### src/hdl/spds_pkg.sv
// Shared types and constants for the stochastic particle drift step unit.
// Holds the channel payload structs, register indexes, controller commands,
// the CORDIC arctangent table and the saturation helper. No dependencies.
package spds_pkg;

    // Register indexes of the configuration port
    localparam int CFG_IDX_W = 3;
    localparam int CFG_DATA_W = 32;

    typedef enum logic [CFG_IDX_W-1:0] {
        CFG_ANGLE_GAIN   = 3'd0,
        CFG_DRIFT        = 3'd1,
        CFG_SPREAD       = 3'd2,
        CFG_DECAY        = 3'd3,
        CFG_CENTER_X     = 3'd4,
        CFG_CENTER_Y     = 3'd5,
        CFG_INITIAL_BURN = 3'd6
    } t_cfg_idx;

    // Item modes
    localparam logic MODE_RESTART = 1'b0;
    localparam logic MODE_ADVANCE = 1'b1;

    // CORDIC constants
    localparam int ATAN_LEN = 24;
    localparam int STEP_W = 5;
    localparam int ATAN_W = 31;
    localparam int CX_W = 33;
    localparam int CZ_W = 34;
    localparam logic signed [CX_W-1:0] CORDIC_INIT = 33'sd652032874;

    typedef struct packed {
        logic               mode;
        logic signed [15:0] noise_angle;
        logic signed [15:0] noise_radius;
    } t_in_item;

    typedef struct packed {
        logic signed [31:0] pos_x;
        logic signed [31:0] pos_y;
        logic [19:0]        burn_level;
    } t_out_item;

    // Operand selection of the shared multiplier
    typedef enum logic [2:0] {
        MUL_HEAD,
        MUL_RAD,
        MUL_PX,
        MUL_PY,
        MUL_BURN
    } t_mul_sel;

    typedef struct packed {
        logic              capture;
        logic              restart;
        t_mul_sel          mul_sel;
        logic              upd_heading;
        logic              upd_radius;
        logic              cordic_init;
        logic              cordic_step;
        logic [STEP_W-1:0] step_idx;
        logic              place_x;
        logic              place_y;
        logic              upd_burn;
        logic              load_out;
    } t_dp_cmd;

    // Arctangent of 2^-i in 2^32 per turn
    function automatic logic [ATAN_W-1:0] atan_entry(input logic [STEP_W-1:0] idx);
        logic [ATAN_W-1:0] v;
        case (idx)
            5'd0:    v = 31'd536870912;
            5'd1:    v = 31'd316933406;
            5'd2:    v = 31'd167458907;
            5'd3:    v = 31'd85004756;
            5'd4:    v = 31'd42667331;
            5'd5:    v = 31'd21354465;
            5'd6:    v = 31'd10679838;
            5'd7:    v = 31'd5340245;
            5'd8:    v = 31'd2670163;
            5'd9:    v = 31'd1335087;
            5'd10:   v = 31'd667544;
            5'd11:   v = 31'd333772;
            5'd12:   v = 31'd166886;
            5'd13:   v = 31'd83443;
            5'd14:   v = 31'd41722;
            5'd15:   v = 31'd20861;
            5'd16:   v = 31'd10430;
            5'd17:   v = 31'd5215;
            5'd18:   v = 31'd2608;
            5'd19:   v = 31'd1304;
            5'd20:   v = 31'd652;
            5'd21:   v = 31'd326;
            5'd22:   v = 31'd163;
            5'd23:   v = 31'd81;
            default: v = 31'd0;
        endcase
        return v;
    endfunction

    // Clamp to the 32 bit signed range
    function automatic logic signed [31:0] sat32(input logic signed [39:0] v);
        logic signed [31:0] r;
        if (v > 40'sd2147483647) begin
            r = 32'sh7FFF_FFFF;
        end else if (v < -40'sd2147483648) begin
            r = 32'sh8000_0000;
        end else begin
            r = v[31:0];
        end
        return r;
    endfunction

endpackage

### src/hdl/spds_ctrl.sv
// Controller state machine of the particle drift step unit.
// Sequences the shared multiplier, the CORDIC iterations and the output register.
// Depends on spds_pkg.
module spds_ctrl #(
    parameter int CORDIC_STEPS = 16
) (
    input  logic              i_clk,
    input  logic              i_rst_n,
    input  logic              i_in_valid,
    input  logic              i_mode,
    output logic              o_in_ready,
    input  logic              i_out_ready,
    output logic              o_out_valid,
    output spds_pkg::t_dp_cmd o_cmd
);
    import spds_pkg::*;

    typedef enum logic [3:0] {
        S_IDLE,
        S_MUL_H,
        S_MUL_R,
        S_RAD,
        S_CORD,
        S_MUL_X,
        S_MUL_Y,
        S_MUL_B,
        S_BURN,
        S_OUT
    } t_state;

    localparam logic [STEP_W-1:0] LAST_STEP = STEP_W'(CORDIC_STEPS - 1);

    t_state            r_state, n_state;
    logic [STEP_W-1:0] r_step, n_step;
    logic              r_out_valid, n_out_valid;
    logic              w_accept;
    logic              w_slot_free;

    assign o_in_ready  = (r_state == S_IDLE);
    assign o_out_valid = r_out_valid;
    assign w_accept    = i_in_valid && (r_state == S_IDLE);
    assign w_slot_free = !r_out_valid || i_out_ready;

    always_comb begin
        n_state     = r_state;
        n_step      = r_step;
        n_out_valid = r_out_valid && !i_out_ready;
        o_cmd       = '0;
        o_cmd.mul_sel  = MUL_HEAD;
        o_cmd.step_idx = r_step;
        case (r_state)
            S_IDLE: begin
                if (w_accept) begin
                    o_cmd.capture = 1'b1;
                    if (i_mode == MODE_RESTART) begin
                        o_cmd.restart = 1'b1;
                        n_state = S_OUT;
                    end else begin
                        n_state = S_MUL_H;
                    end
                end
            end
            S_MUL_H: begin
                o_cmd.mul_sel = MUL_HEAD;
                n_state = S_MUL_R;
            end
            S_MUL_R: begin
                o_cmd.upd_heading = 1'b1;
                o_cmd.mul_sel     = MUL_RAD;
                n_state = S_RAD;
            end
            S_RAD: begin
                o_cmd.upd_radius  = 1'b1;
                o_cmd.cordic_init = 1'b1;
                n_step  = '0;
                n_state = S_CORD;
            end
            S_CORD: begin
                o_cmd.cordic_step = 1'b1;
                if (r_step == LAST_STEP) begin
                    n_state = S_MUL_X;
                end else begin
                    n_step = r_step + 1'b1;
                end
            end
            S_MUL_X: begin
                o_cmd.mul_sel = MUL_PX;
                n_state = S_MUL_Y;
            end
            S_MUL_Y: begin
                o_cmd.place_x = 1'b1;
                o_cmd.mul_sel = MUL_PY;
                n_state = S_MUL_B;
            end
            S_MUL_B: begin
                o_cmd.place_y = 1'b1;
                o_cmd.mul_sel = MUL_BURN;
                n_state = S_BURN;
            end
            S_BURN: begin
                o_cmd.upd_burn = 1'b1;
                n_state = S_OUT;
            end
            S_OUT: begin
                // hold until the output register is empty or being taken
                if (w_slot_free) begin
                    o_cmd.load_out = 1'b1;
                    n_out_valid = 1'b1;
                    n_state = S_IDLE;
                end
            end
            default: begin
                n_state = S_IDLE;
            end
        endcase
    end

    always_ff @(posedge i_clk) begin
        if (!i_rst_n) begin
            r_state     <= S_IDLE;
            r_step      <= '0;
            r_out_valid <= 1'b0;
        end else begin
            r_state     <= n_state;
            r_step      <= n_step;
            r_out_valid <= n_out_valid;
        end
    end

endmodule

### config.mk
export PLATFORM = sky130hd
export DESIGN_NAME = spds_ctrl
export DESIGN_NICKNAME = d
export VERILOG_FILES = /design/src/hdl/spds_pkg.sv /design/src/hdl/spds_ctrl.sv
export SDC_FILE = /design/constraint.sdc
export NUM_CORES = 1
export LEC_CHECK = 0
export ABC_CLOCK_PERIOD_IN_PS = 4890
export BUFFER_PORTS_ARGS = -buffer_cell sky130_fd_sc_hd__buf_2
export CELL_PAD_IN_SITES_DETAIL_PLACEMENT = 0
export CELL_PAD_IN_SITES_GLOBAL_PLACEMENT = 1
export CORE_UTILIZATION = 30
export DETAILED_ROUTE_END_ITERATION = 7
export MAX_ROUTING_LAYER = met4
export PLACE_DENSITY_LB_ADDON = 0.25
export RECOVER_POWER = 100
export REMOVE_ABC_BUFFERS = 1
export SYNTH_ARGS = -nofsm -noshare
export SYNTH_HDL_FRONTEND = slang
export SYNTH_SLANG_ARGS = --single-unit
### constraint.sdc
create_clock -name i_clk -period 4.89 [get_ports i_clk]
set_input_delay 0.7335 -clock i_clk [delete_from_list [all_inputs] [get_ports i_clk]]
set_output_delay 0.7335 -clock i_clk [all_outputs]
set_load 0.05 [all_outputs]
==> run_results.csv <==
group,metric,value,unit
cts,cts_tree,"done",
floorplan,rows,16,
detailed_routing,wl_per_cell,11.0,µm
floorplan,die_h,48.4,µm
placement,portBuffers,24,
timing,clock-skew-final,0.00127,ns
floorplan,io_pins,25,
outcome,status,"finished clean",
worst_setup_path,critical_path.max_fanout,15,
global_routing,grt_pass1_wl,2360,µm
cts,cts-root-buf,"clkbuf_4",
synthesis,synth_area,647,µm²
detailed_routing,antenna_left,0,
worst_setup_path,path_cells,"or4b_1 -> inv_1 -> clkbuf_1",
finish,final_cell_mix,"clkbuf_1, dfxtp_1, nand2_1",
finish,nNetsFinal,111,
finish,nFillCells,223,
timing,fin_crit_sh,54.7,%
pwr,p_leak,0.285,nW
cts,clkSinkCount,10,
synthesis,seq_area_frac_synth,30.9,%
worst_setup_path,end_kind,"output port",
floorplan,initial_core_util,32.3,%
timing,relSlewSlack,60.0,%
synthesis,ys_types,31,
cts,post_cts_buffers,0,
pwr,peakVddDrop,0.141,mV
detailed_routing,wl,1410,µm
timing,worstMarginPinSlew,0.602,ns
finish,layout_commonest_cell,"clkbuf_1",
global_routing,grt_pass1_vias,519,
worst_setup_path,crit_slowest_cell,"dfxtp_1",
run,cap_violations,0,
synthesis,synth_warnings,0,
synthesis,syn_area_per_cell,7.99,µm²
cts,postCtsHoldBufs,0,
timing,finalSetupTns,0,ns
cts,insertion_delay,0.26,ns
cts,clk_pin_slew,0.06,ns
global_routing,grt_max_degree,16,
worst_setup_path,required,4.16,ns
finish,area_growth,19.1,%
timing,finalHoldViolCount,0,
floorplan,core,0.00200,mm²
global_routing,grt_antenna_before_repair,0,
cts,htree_num_levels,1,
floorplan,dieArea,0.00235,mm²
pwr,p_per_area,361,mW/mm²
pwr,p_total,0.278,mW
worst_setup_path,start_kind,"flop",
worst_hold_path,hold_path_class,"flop to flop",
floorplan,die_w,48.4,µm
timing,setup_violations,0,
placement,dp_hpwl,1030,µm
detailed_routing,drt-pass1-iter-count,4,
detailed_routing,drtIter0Drc,8,
detailed_routing,vias_per_cell,4.89,
worst_setup_path,max_stage_delay,0.57,ns
finish,utilization,38.5,%
cts,cts_buffers,3,
placement,gp_congestion,0.710,
finish,diodes,0,
synthesis,ys_seq_elements,10,
global_routing,track_usage,13.2,%
detailed_routing,route.detailed.drc,0,
timing,period_minus_slack,2.68,ns
cts,ctsResizeCount,0,
timing,drv_slew,0,
timing,grt_setup_unrepaired,"false",
finish,drive_above_1_share,6.86,%
cts,clock_path_buffers,2,
worst_setup_path,crit_type,"flop to output port",
detailed_routing,num_vias,631,
global_routing,grt-ovfl-total,0,
timing,fmax,374,MHz
worst_setup_path,crit_arrival,1.94,ns
synthesis,synth_cells,81,
==> cell usage after synthesis <==
library cell,n,area share (%)
o21ai_0,1,0.77
or2b_1,1,1.2
inv_1,4,2.3
clkbuf_1,3,1.7
buf_2,1,0.77
or4b_1,2,3.1
nor3_1,1,0.77
nor4_1,2,1.9
ha_1,2,3.9
o31a_1,1,1.4
o311a_1,1,1.5
a21oi_1,5,3.9
nor2_1,5,2.9
nand2_1,6,3.5
nand3_1,5,3.9
and2_1,3,2.9
xnor2_1,1,1.4
nand2b_1,4,3.9
nor4bb_1,1,1.5
nand4bb_1,1,1.7
and3_1,2,1.9
o21a_1,1,1.2
buf_4,1,1.2
or3_1,1,0.97
a2111oi_0,1,1.4
buf_1,1,0.58
a211oi_1,2,2.3
nand3b_1,4,4.6
mux2i_1,4,6.2
dfxtp_1,10,31
nor2b_1,4,3.9
==> state kept, by name (all words and copies together), names as in the netlist <==
signal       count
r_step           5
r_state          4
o_out_valid      1
==> critical path, delay by kind of cell, from the launching register on <==
kind,cells,cell delay (ns)
flops,1,0.57
buf+inv,2,0.59
simple gates,1,0.52
==> logic make-up after synthesis <==
logic type               Yosys count  synth area share (%)
multiplexers                       4                  6.19
adder cells (fa/ha/maj)            2                  3.87
AO/OA/AOI/OAI                     12                  12.4
XOR/XNOR                           1                  1.35
AND/OR/NAND/NOR                   42                  38.7
flip-flops                        10                  30.9
buffers and inverters             10                  6.57
==> stage by stage <==
step                      hold slack [ns]  area [µm²]  setup slack [ns]  cells
final                               0.472         771              2.21    129
after global routing                0.490         771              2.06    129
after CTS                           0.472         796              2.43    129
after detailed placement            0.463         773              2.72    126
after global placement              0.461         773              2.74    126
after floorplan                     0.555         619             0.764     75
==> layer usage <==
metal / up-vias / share of wire [%] / GRT usage (%)
met5: - / 0 / -
met4: 0 / 0 / 2.94
met3: 0 / 4.9 / 5.97
met2: 16 / 43 / 17.4
met1: 284 / 52 / 18.3
li1: 331 / - / -
==> power by group <==
group          switching, mW  total [mW]  internal [mW]
combinational         0.0844       0.115         0.0309
sequential            0.0198       0.108         0.0884
clock                 0.0266      0.0550         0.0284
total                  0.131       0.278          0.148
==> layout make-up <==
class	count	area [µm²]	area share (%)
sequential	10	200	26.0
clock buffer	3	22.5	2.92
inverter	4	15.0	1.95
tap	27	33.8	4.38
multi-input combinational	61	404	52.4
timing repair buffer	24	95.1	12.3
==> final timing paths <==
check	to	cells after the start	slack, ns	from
worst min-delay path	r_step[4]$_SDFFE_PN0P_	2	0.47	r_step[4]$_SDFFE_PN0P_
worst max-delay path	o_cmd[9]	3	2.21	r_state[2]$_SDFFE_PN0P_
worst max register to register	r_step[1]$_SDFFE_PN0P_	6	2.80	r_step[0]$_SDFFE_PN0P_
worst min register to register	r_step[4]$_SDFFE_PN0P_	2	0.47	r_step[4]$_SDFFE_PN0P_
Note: power is estimated with default switching activity, not from simulation.
