===== src/hdl/spds_pkg.sv =====
// Shared types and constants for the stochastic particle drift step unit.
// Holds the channel payload structs, register indexes, controller commands,
// the CORDIC arctangent table and the saturation helper. No dependencies.
package spds_pkg;

    // Register indexes of the configuration port
    localparam int CFG_IDX_W = 3;
    localparam int CFG_DATA_W = 32;

    typedef enum logic [CFG_IDX_W-1:0] {
        CFG_ANGLE_GAIN   = 3'd0,
        CFG_DRIFT        = 3'd1,
        CFG_SPREAD       = 3'd2,
        CFG_DECAY        = 3'd3,
        CFG_CENTER_X     = 3'd4,
        CFG_CENTER_Y     = 3'd5,
        CFG_INITIAL_BURN = 3'd6
    } t_cfg_idx;

    // Item modes
    localparam logic MODE_RESTART = 1'b0;
    localparam logic MODE_ADVANCE = 1'b1;

    // CORDIC constants
    localparam int ATAN_LEN = 24;
    localparam int STEP_W = 5;
    localparam int ATAN_W = 31;
    localparam int CX_W = 33;
    localparam int CZ_W = 34;
    localparam logic signed [CX_W-1:0] CORDIC_INIT = 33'sd652032874;

    typedef struct packed {
        logic               mode;
        logic signed [15:0] noise_angle;
        logic signed [15:0] noise_radius;
    } t_in_item;

    typedef struct packed {
        logic signed [31:0] pos_x;
        logic signed [31:0] pos_y;
        logic [19:0]        burn_level;
    } t_out_item;

    // Operand selection of the shared multiplier
    typedef enum logic [2:0] {
        MUL_HEAD,
        MUL_RAD,
        MUL_PX,
        MUL_PY,
        MUL_BURN
    } t_mul_sel;

    typedef struct packed {
        logic              capture;
        logic              restart;
        t_mul_sel          mul_sel;
        logic              upd_heading;
        logic              upd_radius;
        logic              cordic_init;
        logic              cordic_step;
        logic [STEP_W-1:0] step_idx;
        logic              place_x;
        logic              place_y;
        logic              upd_burn;
        logic              load_out;
    } t_dp_cmd;

    // Arctangent of 2^-i in 2^32 per turn
    function automatic logic [ATAN_W-1:0] atan_entry(input logic [STEP_W-1:0] idx);
        logic [ATAN_W-1:0] v;
        case (idx)
            5'd0:    v = 31'd536870912;
            5'd1:    v = 31'd316933406;
            5'd2:    v = 31'd167458907;
            5'd3:    v = 31'd85004756;
            5'd4:    v = 31'd42667331;
            5'd5:    v = 31'd21354465;
            5'd6:    v = 31'd10679838;
            5'd7:    v = 31'd5340245;
            5'd8:    v = 31'd2670163;
            5'd9:    v = 31'd1335087;
            5'd10:   v = 31'd667544;
            5'd11:   v = 31'd333772;
            5'd12:   v = 31'd166886;
            5'd13:   v = 31'd83443;
            5'd14:   v = 31'd41722;
            5'd15:   v = 31'd20861;
            5'd16:   v = 31'd10430;
            5'd17:   v = 31'd5215;
            5'd18:   v = 31'd2608;
            5'd19:   v = 31'd1304;
            5'd20:   v = 31'd652;
            5'd21:   v = 31'd326;
            5'd22:   v = 31'd163;
            5'd23:   v = 31'd81;
            default: v = 31'd0;
        endcase
        return v;
    endfunction

    // Clamp to the 32 bit signed range
    function automatic logic signed [31:0] sat32(input logic signed [39:0] v);
        logic signed [31:0] r;
        if (v > 40'sd2147483647) begin
            r = 32'sh7FFF_FFFF;
        end else if (v < -40'sd2147483648) begin
            r = 32'sh8000_0000;
        end else begin
            r = v[31:0];
        end
        return r;
    endfunction

endpackage


===== src/hdl/spds_dp.sv =====
// Datapath of the particle drift step unit: configuration registers, particle
// state, shared 32x32 multiplier, iterative CORDIC and the output register.
// Depends on spds_pkg; driven by commands from spds_ctrl.
module spds_dp (
    input  logic                               i_clk,
    input  logic                               i_rst_n,
    input  spds_pkg::t_dp_cmd                  i_cmd,
    input  spds_pkg::t_in_item                 i_in_data,
    input  logic                               i_cfg_we,
    input  logic [spds_pkg::CFG_IDX_W-1:0]     i_cfg_idx,
    input  logic [spds_pkg::CFG_DATA_W-1:0]    i_cfg_data,
    output spds_pkg::t_out_item                o_out_data
);
    import spds_pkg::*;

    // Configuration registers
    logic [15:0]        r_angle_gain;
    logic signed [31:0] r_drift;
    logic [30:0]        r_spread;
    logic [15:0]        r_decay;
    logic signed [31:0] r_center_x;
    logic signed [31:0] r_center_y;
    logic [19:0]        r_initial_burn;

    // Particle state
    logic [15:0]        r_heading;
    logic signed [31:0] r_radius;
    logic [19:0]        r_burn;

    logic signed [15:0] r_noise_a;
    logic signed [15:0] r_noise_r;
    logic signed [63:0] r_prod;
    logic signed [CX_W-1:0] r_cx, r_cy;
    logic signed [CZ_W-1:0] r_cz;
    logic               r_flip;
    logic signed [31:0] r_res_x, r_res_y;
    t_out_item          r_out;

    logic signed [31:0] w_mul_a, w_mul_b;
    logic [27:0]        w_head_sum;
    logic signed [46:0] w_rt_sum;
    logic signed [34:0] w_rt;
    logic signed [39:0] w_rad_sum;
    logic [31:0]        w_ang;
    logic               w_flip;
    logic signed [31:0] w_ang_f;
    logic signed [CX_W-1:0] w_dx, w_dy, w_cx_f, w_cy_f;
    logic signed [CZ_W-1:0] w_atan;
    logic signed [31:0] w_cos, w_sin;
    logic signed [63:0] w_pl_sum;
    logic signed [33:0] w_pl;
    logic signed [31:0] w_place_x, w_place_y;
    logic [35:0]        w_burn_sum;
    logic [19:0]        w_dec;

    always_ff @(posedge i_clk) begin
        if (!i_rst_n) begin
            r_angle_gain   <= 16'd16384;
            r_drift        <= '0;
            r_spread       <= '0;
            r_decay        <= '0;
            r_center_x     <= '0;
            r_center_y     <= '0;
            r_initial_burn <= '0;
        end else if (i_cfg_we) begin
            case (t_cfg_idx'(i_cfg_idx))
                CFG_ANGLE_GAIN:   r_angle_gain   <= i_cfg_data[15:0];
                CFG_DRIFT:        r_drift        <= i_cfg_data;
                CFG_SPREAD:       r_spread       <= i_cfg_data[30:0];
                CFG_DECAY:        r_decay        <= i_cfg_data[15:0];
                CFG_CENTER_X:     r_center_x     <= i_cfg_data;
                CFG_CENTER_Y:     r_center_y     <= i_cfg_data;
                CFG_INITIAL_BURN: r_initial_burn <= i_cfg_data[19:0];
                default: ;
            endcase
        end
    end

    // Shared multiplier operands
    always_comb begin
        case (i_cmd.mul_sel)
            MUL_HEAD: begin
                w_mul_a = $signed({16'd0, r_angle_gain});
                w_mul_b = 32'(r_noise_a);
            end
            MUL_RAD: begin
                w_mul_a = $signed({1'b0, r_spread});
                w_mul_b = 32'(r_noise_r);
            end
            MUL_PX: begin
                w_mul_a = r_radius;
                w_mul_b = w_cos;
            end
            MUL_PY: begin
                w_mul_a = r_radius;
                w_mul_b = w_sin;
            end
            MUL_BURN: begin
                w_mul_a = $signed({12'd0, r_burn});
                w_mul_b = $signed({16'd0, r_decay});
            end
            default: begin
                w_mul_a = '0;
                w_mul_b = '0;
            end
        endcase
    end

    // Heading: round Q3.28 to Q0.16, wrap
    assign w_head_sum = r_prod[27:0] + 28'd2048;

    // Radius: round the spread term, add drift, saturate
    assign w_rt_sum  = r_prod[46:0] + 47'sd2048;
    assign w_rt      = w_rt_sum[46:12];
    assign w_rad_sum = 40'(r_radius) + 40'(r_drift) + 40'(w_rt);

    // CORDIC setup: fold second and third quadrant by half a turn
    assign w_ang   = {r_heading, 16'd0};
    assign w_flip  = w_ang[31] ^ w_ang[30];
    assign w_ang_f = {w_ang[31] ^ w_flip, w_ang[30:0]};

    assign w_dx   = r_cy >>> i_cmd.step_idx;
    assign w_dy   = r_cx >>> i_cmd.step_idx;
    assign w_atan = $signed({3'd0, atan_entry(i_cmd.step_idx)});

    assign w_cx_f = r_flip ? -r_cx : r_cx;
    assign w_cy_f = r_flip ? -r_cy : r_cy;
    assign w_cos  = w_cx_f[31:0];
    assign w_sin  = w_cy_f[31:0];

    // Placement: round Q.30 product, add center, saturate
    assign w_pl_sum  = r_prod + 64'sd536870912;
    assign w_pl      = w_pl_sum[63:30];
    assign w_place_x = sat32(40'(r_center_x) + 40'(w_pl));
    assign w_place_y = sat32(40'(r_center_y) + 40'(w_pl));

    // Burn decay, rounded
    assign w_burn_sum = r_prod[35:0] + 36'd32768;
    assign w_dec      = w_burn_sum[35:16];

    always_ff @(posedge i_clk) begin
        if (!i_rst_n) begin
            r_heading <= '0;
            r_radius  <= '0;
            r_burn    <= '0;
        end else if (i_cmd.restart) begin
            r_heading <= '0;
            r_radius  <= '0;
            r_burn    <= r_initial_burn;
        end else begin
            if (i_cmd.upd_heading) begin
                r_heading <= r_heading + w_head_sum[27:12];
            end
            if (i_cmd.upd_radius) begin
                r_radius <= sat32(w_rad_sum);
            end
            if (i_cmd.upd_burn) begin
                r_burn <= r_burn - w_dec;
            end
        end
    end

    always_ff @(posedge i_clk) begin
        r_prod <= 64'(w_mul_a) * 64'(w_mul_b);
        if (i_cmd.capture) begin
            r_noise_a <= i_in_data.noise_angle;
            r_noise_r <= i_in_data.noise_radius;
        end
        if (i_cmd.cordic_init) begin
            r_cx   <= CORDIC_INIT;
            r_cy   <= '0;
            r_cz   <= CZ_W'(w_ang_f);
            r_flip <= w_flip;
        end else if (i_cmd.cordic_step) begin
            if (!r_cz[CZ_W-1]) begin
                r_cx <= r_cx - w_dx;
                r_cy <= r_cy + w_dy;
                r_cz <= r_cz - w_atan;
            end else begin
                r_cx <= r_cx + w_dx;
                r_cy <= r_cy - w_dy;
                r_cz <= r_cz + w_atan;
            end
        end
        if (i_cmd.restart) begin
            r_res_x <= r_center_x;
            r_res_y <= r_center_y;
        end else begin
            if (i_cmd.place_x) begin
                r_res_x <= w_place_x;
            end
            if (i_cmd.place_y) begin
                r_res_y <= w_place_y;
            end
        end
        if (i_cmd.load_out) begin
            r_out.pos_x      <= r_res_x;
            r_out.pos_y      <= r_res_y;
            r_out.burn_level <= r_burn;
        end
    end

    assign o_out_data = r_out;

endmodule


===== config.mk =====
export PLATFORM = sky130hd
export DESIGN_NAME = spds_dp
export DESIGN_NICKNAME = d
export VERILOG_FILES = /design/src/hdl/spds_pkg.sv /design/src/hdl/spds_dp.sv
export SDC_FILE = /design/constraint.sdc
export NUM_CORES = 2
export LEC_CHECK = 0
export BUFFER_PORTS_ARGS = -buffer_cell sky130_fd_sc_hd__buf_2
export CORE_MARGIN = 1.5
export CORE_UTILIZATION = 55
export CTS_BUF_LIST = sky130_fd_sc_hd__clkbuf_2
export DETAILED_ROUTE_END_ITERATION = 12
export PLACE_DENSITY = 0.7
export SLEW_MARGIN = 20
export SYNTH_ARGS = -nofsm -noshare
export SYNTH_HDL_FRONTEND = slang
export SYNTH_SLANG_ARGS = --single-unit

===== constraint.sdc =====
create_clock -name i_clk -period 15 [get_ports i_clk]
set_clock_uncertainty 0.2 [all_clocks]
set_input_delay 2.25 -clock i_clk [delete_from_list [all_inputs] [get_ports i_clk]]
set_output_delay 2.25 -clock i_clk [all_outputs]
set_load 0.02 [all_outputs]

==> results_dict.tcl <==
set metrics [dict create \
    place_area_sq_um 81400 \
    synth_top_family_by_area "adder cells" \
    status "finished, final reports clean" \
    ys_ff_latch 581 \
    firstDrtPassIters 8 \
    rows 138 \
    max_cap_violations 0 \
    syn_inst 8989 \
    worstSkewPairLatency_ps 1640 \
    fin_crit_sh 0.807 \
    grt_max_degree 116 \
    remaining_drc_errors 0 \
    final_layout_size_suffix_gt1_frac 0.0912 \
    grt_first_pass_wirelength_um 382000 \
    yosysUniqueCellTypes 102 \
    hold_violations 0 \
    worst_pin_slew_ps 1210 \
    met3_usage 0.0843 \
    post_cts_resized 0 \
    postCtsSetupRepairBufs 0 \
    antenna_found_initial 9 \
    die_y_um 381 \
    synthMuxAreaShare 0.0403 \
    ys.flop_type "dfxtp_1" \
    path_common_cell "fa_1" \
    ys_warn_count 0 \
    path_max_fanout 27 \
    drtIter0Drc 6660 \
    synth_fa_ha_area_frac 0.355 \
    synth_enable_flop_cells 199 \
    grt_use_total 0.342 \
    ff_latch_area_sq_um 13600 \
    crit_path_max_incr_delay_ps 600 \
    cts_buffers 159 \
    fin_area_sq_um 82900 \
    fillers 12740 \
    end_kind "flop" \
    multiInputGateArea_sq_um 58200 \
    synth_compound_area_frac 0.138 \
    cts.clk_slew.worst_paths_ps 120 \
    root_buffer "clkbuf_2" \
    final_nets 10660 \
    dieArea_sq_um 145000 \
    cts.sinks 581 \
    core_sq_um 142000 \
    synth_nets 10627 \
    die_w_um 381 \
    arrival_ps 13480 \
    syn_to_final_growth_pct 5.79 \
    avgSynthCellArea_sq_um 8.72 \
    cp-start-kind "flop" \
    synth_simple_gate_area_frac 0.150 \
    layout_min_cycle_time_ps 12110 \
    hold_class "reg -> reg" \
    wl_per_cell_um 22.4 \
    power.density_nw_per_um2 126 \
    ys_seq_area_frac 0.174 \
    worst_hold_slack_ps 210 \
    grt_pass1_vias 66029 \
    critPathSlowestCell "or4_1" \
    place.gp.congestion 0.986 \
    cts_tree "done" \
    p_total_mw 10.4 \
    viasPerCell 5.98 \
    met2_usage 0.530 \
    grt-ovfl-total 0 \
    holdBufCountCts 0 \
    hpwl_um 195000 \
    fin_cells 11044 \
    finalSetupTns_ps 0 \
    rsz0062_at_grt "no" \
    io_buffer_count 171 \
    drt_wl_total_um 247000 \
    synth.cell_area_sq_um 78400 \
    setup_viol 0 \
    synth_xor_area_frac 0.0538 \
    relSlewSlack 0.190 \
    io_pins 173 \
    fmax_mhz 82.6 \
    top_usage_layer "met2" \
    initial_core_util 0.554 \
    antenna_left 0 \
    placed_cells_incl_taps 10750 \
    met1_usage 0.462 \
    vias 66089 \
    cts_buffer_depth 3 \
    peakVddDrop_uv 139 \
    crit_type "reg -> reg" \
    cts_max_level 4 \
    finalMaxSlewViolations 0 \
    async_reset_ff_frac 0 \
    leakage_nw 37.9 \
    required_ps 16370 \
]
-- power by group --
part	switching, mW	total (mW)	internal, mW
combinational	4.10	6.81	2.70
sequential	0.416	2.39	1.97
clock	0.771	1.23	0.460
total	5.29	10.4	5.13
-- logic make-up after synthesis --
group	Yosys count
multiplexers	213
adder cells (fa/ha/maj)	1549
flip-flops	581
AO/OA/AOI/OAI	1621
AND/OR/NAND/NOR	2728
buffers and inverters	1815
XOR/XNOR	482
-- layout by cell type, fill, tap and decap left out, types with 92 or more instances in the layout --
cell,instances
ha_1,425
clkbuf_2,214
dfxtp_1,382
nand3_1,92
a21o_1,126
fa_1,1124
xnor2_1,291
mux2i_1,109
buf_2,168
a21oi_1,354
inv_1,1336
a21boi_0,195
nor2_1,741
nand2_1,1369
buf_4,178
o21ai_0,313
xor2_1,191
edfxtp_1,199
-- path summary, 6_finish.rpt --
path	startpoint	end	slack [ps]	cells past startpoint
hold / removal	r_res_y[17]	o_out_data[37]	210	0
setup / recovery	r_cx[1]	r_prod[61]	2890	37
hold reg to reg	r_res_y[17]	o_out_data[37]	210	0
setup reg to reg	r_cx[1]	r_prod[61]	2890	37
-- final cells by class --
cell class	count	area share
multi-input cells	6593	0.701
flip-flops and latches	581	0.164
inverters	1338	0.0606
well taps	1890	0.0285
repair buffers	349	0.0268
clock buffers	214	0.0129
clock inverters	69	0.00520
diodes	10	0.000302
-- critical path: cells and delay by family, from the launching register on --
family / cells / cell delay (ps)
flip-flops: 1 / 380
buffers and inverters: 6 / 710
multiplexers: 1 / 160
XOR/XNOR: 2 / 300
AO/OA/AOI/OAI: 11 / 3650
adder cells (fa/ha/maj): 9 / 4380
AND/OR/NAND/NOR: 8 / 2350
-- Yosys cell counts, types with 32 or more instances --
master	count	area share
dfxtp_1	382	0.098
nor2_1	749	0.036
inv_1	1336	0.064
o211ai_1	37	0.0035
mux4_2	62	0.018
fa_1	1124	0.29
a22oi_1	32	0.0031
nand4_1	36	0.0029
nand2_1	1369	0.066
xor2_1	191	0.021
o31ai_1	38	0.0036
clkbuf_1	394	0.019
nand2b_1	61	0.0049
o21ai_0	317	0.020
nor2b_1	44	0.0035
nand3_1	94	0.0060
o21bai_1	42	0.0040
and3_1	57	0.0045
a31oi_1	52	0.0041
or2_2	33	0.0026
a211oi_1	59	0.0056
xnor2_1	291	0.033
a21oi_1	361	0.023
mux2i_1	109	0.014
and2_1	80	0.0064
nor3_1	82	0.0052
a21boi_0	195	0.019
ha_1	425	0.068
o21a_1	55	0.0053
a2bb2oi_1	35	0.0039
a21o_1	126	0.012
edfxtp_1	199	0.076
-- flip-flops by register name, summed over array words and instances, names as in the netlist, 20 cells and up --
name / cells
o_out_data: 84
r_prod: 53
r_cz: 34
r_cx: 33
r_cy: 33
r_center_x: 32
r_center_y: 32
r_drift: 32
r_radius: 32
r_res_x: 32
r_res_y: 32
r_spread: 31
r_burn: 20
r_initial_burn: 20
-- metal layers --
layer  part of all wire  vias up
met1               0.40    32768
li1                   -    29353
met4              0.041        4
met3               0.11      678
met5            0.00055        -
met2               0.45     3286
-- per-stage QoR --
step | util | worst slack, ps
CTS | 0.585 | 3150
global placement | 0.575 | 1800
floorplan | - | 3550
detailed placement | 0.575 | 1650
finish | 0.586 | 2890
global route | 0.586 | 2460
Note: power is estimated with default switching activity, not from simulation.
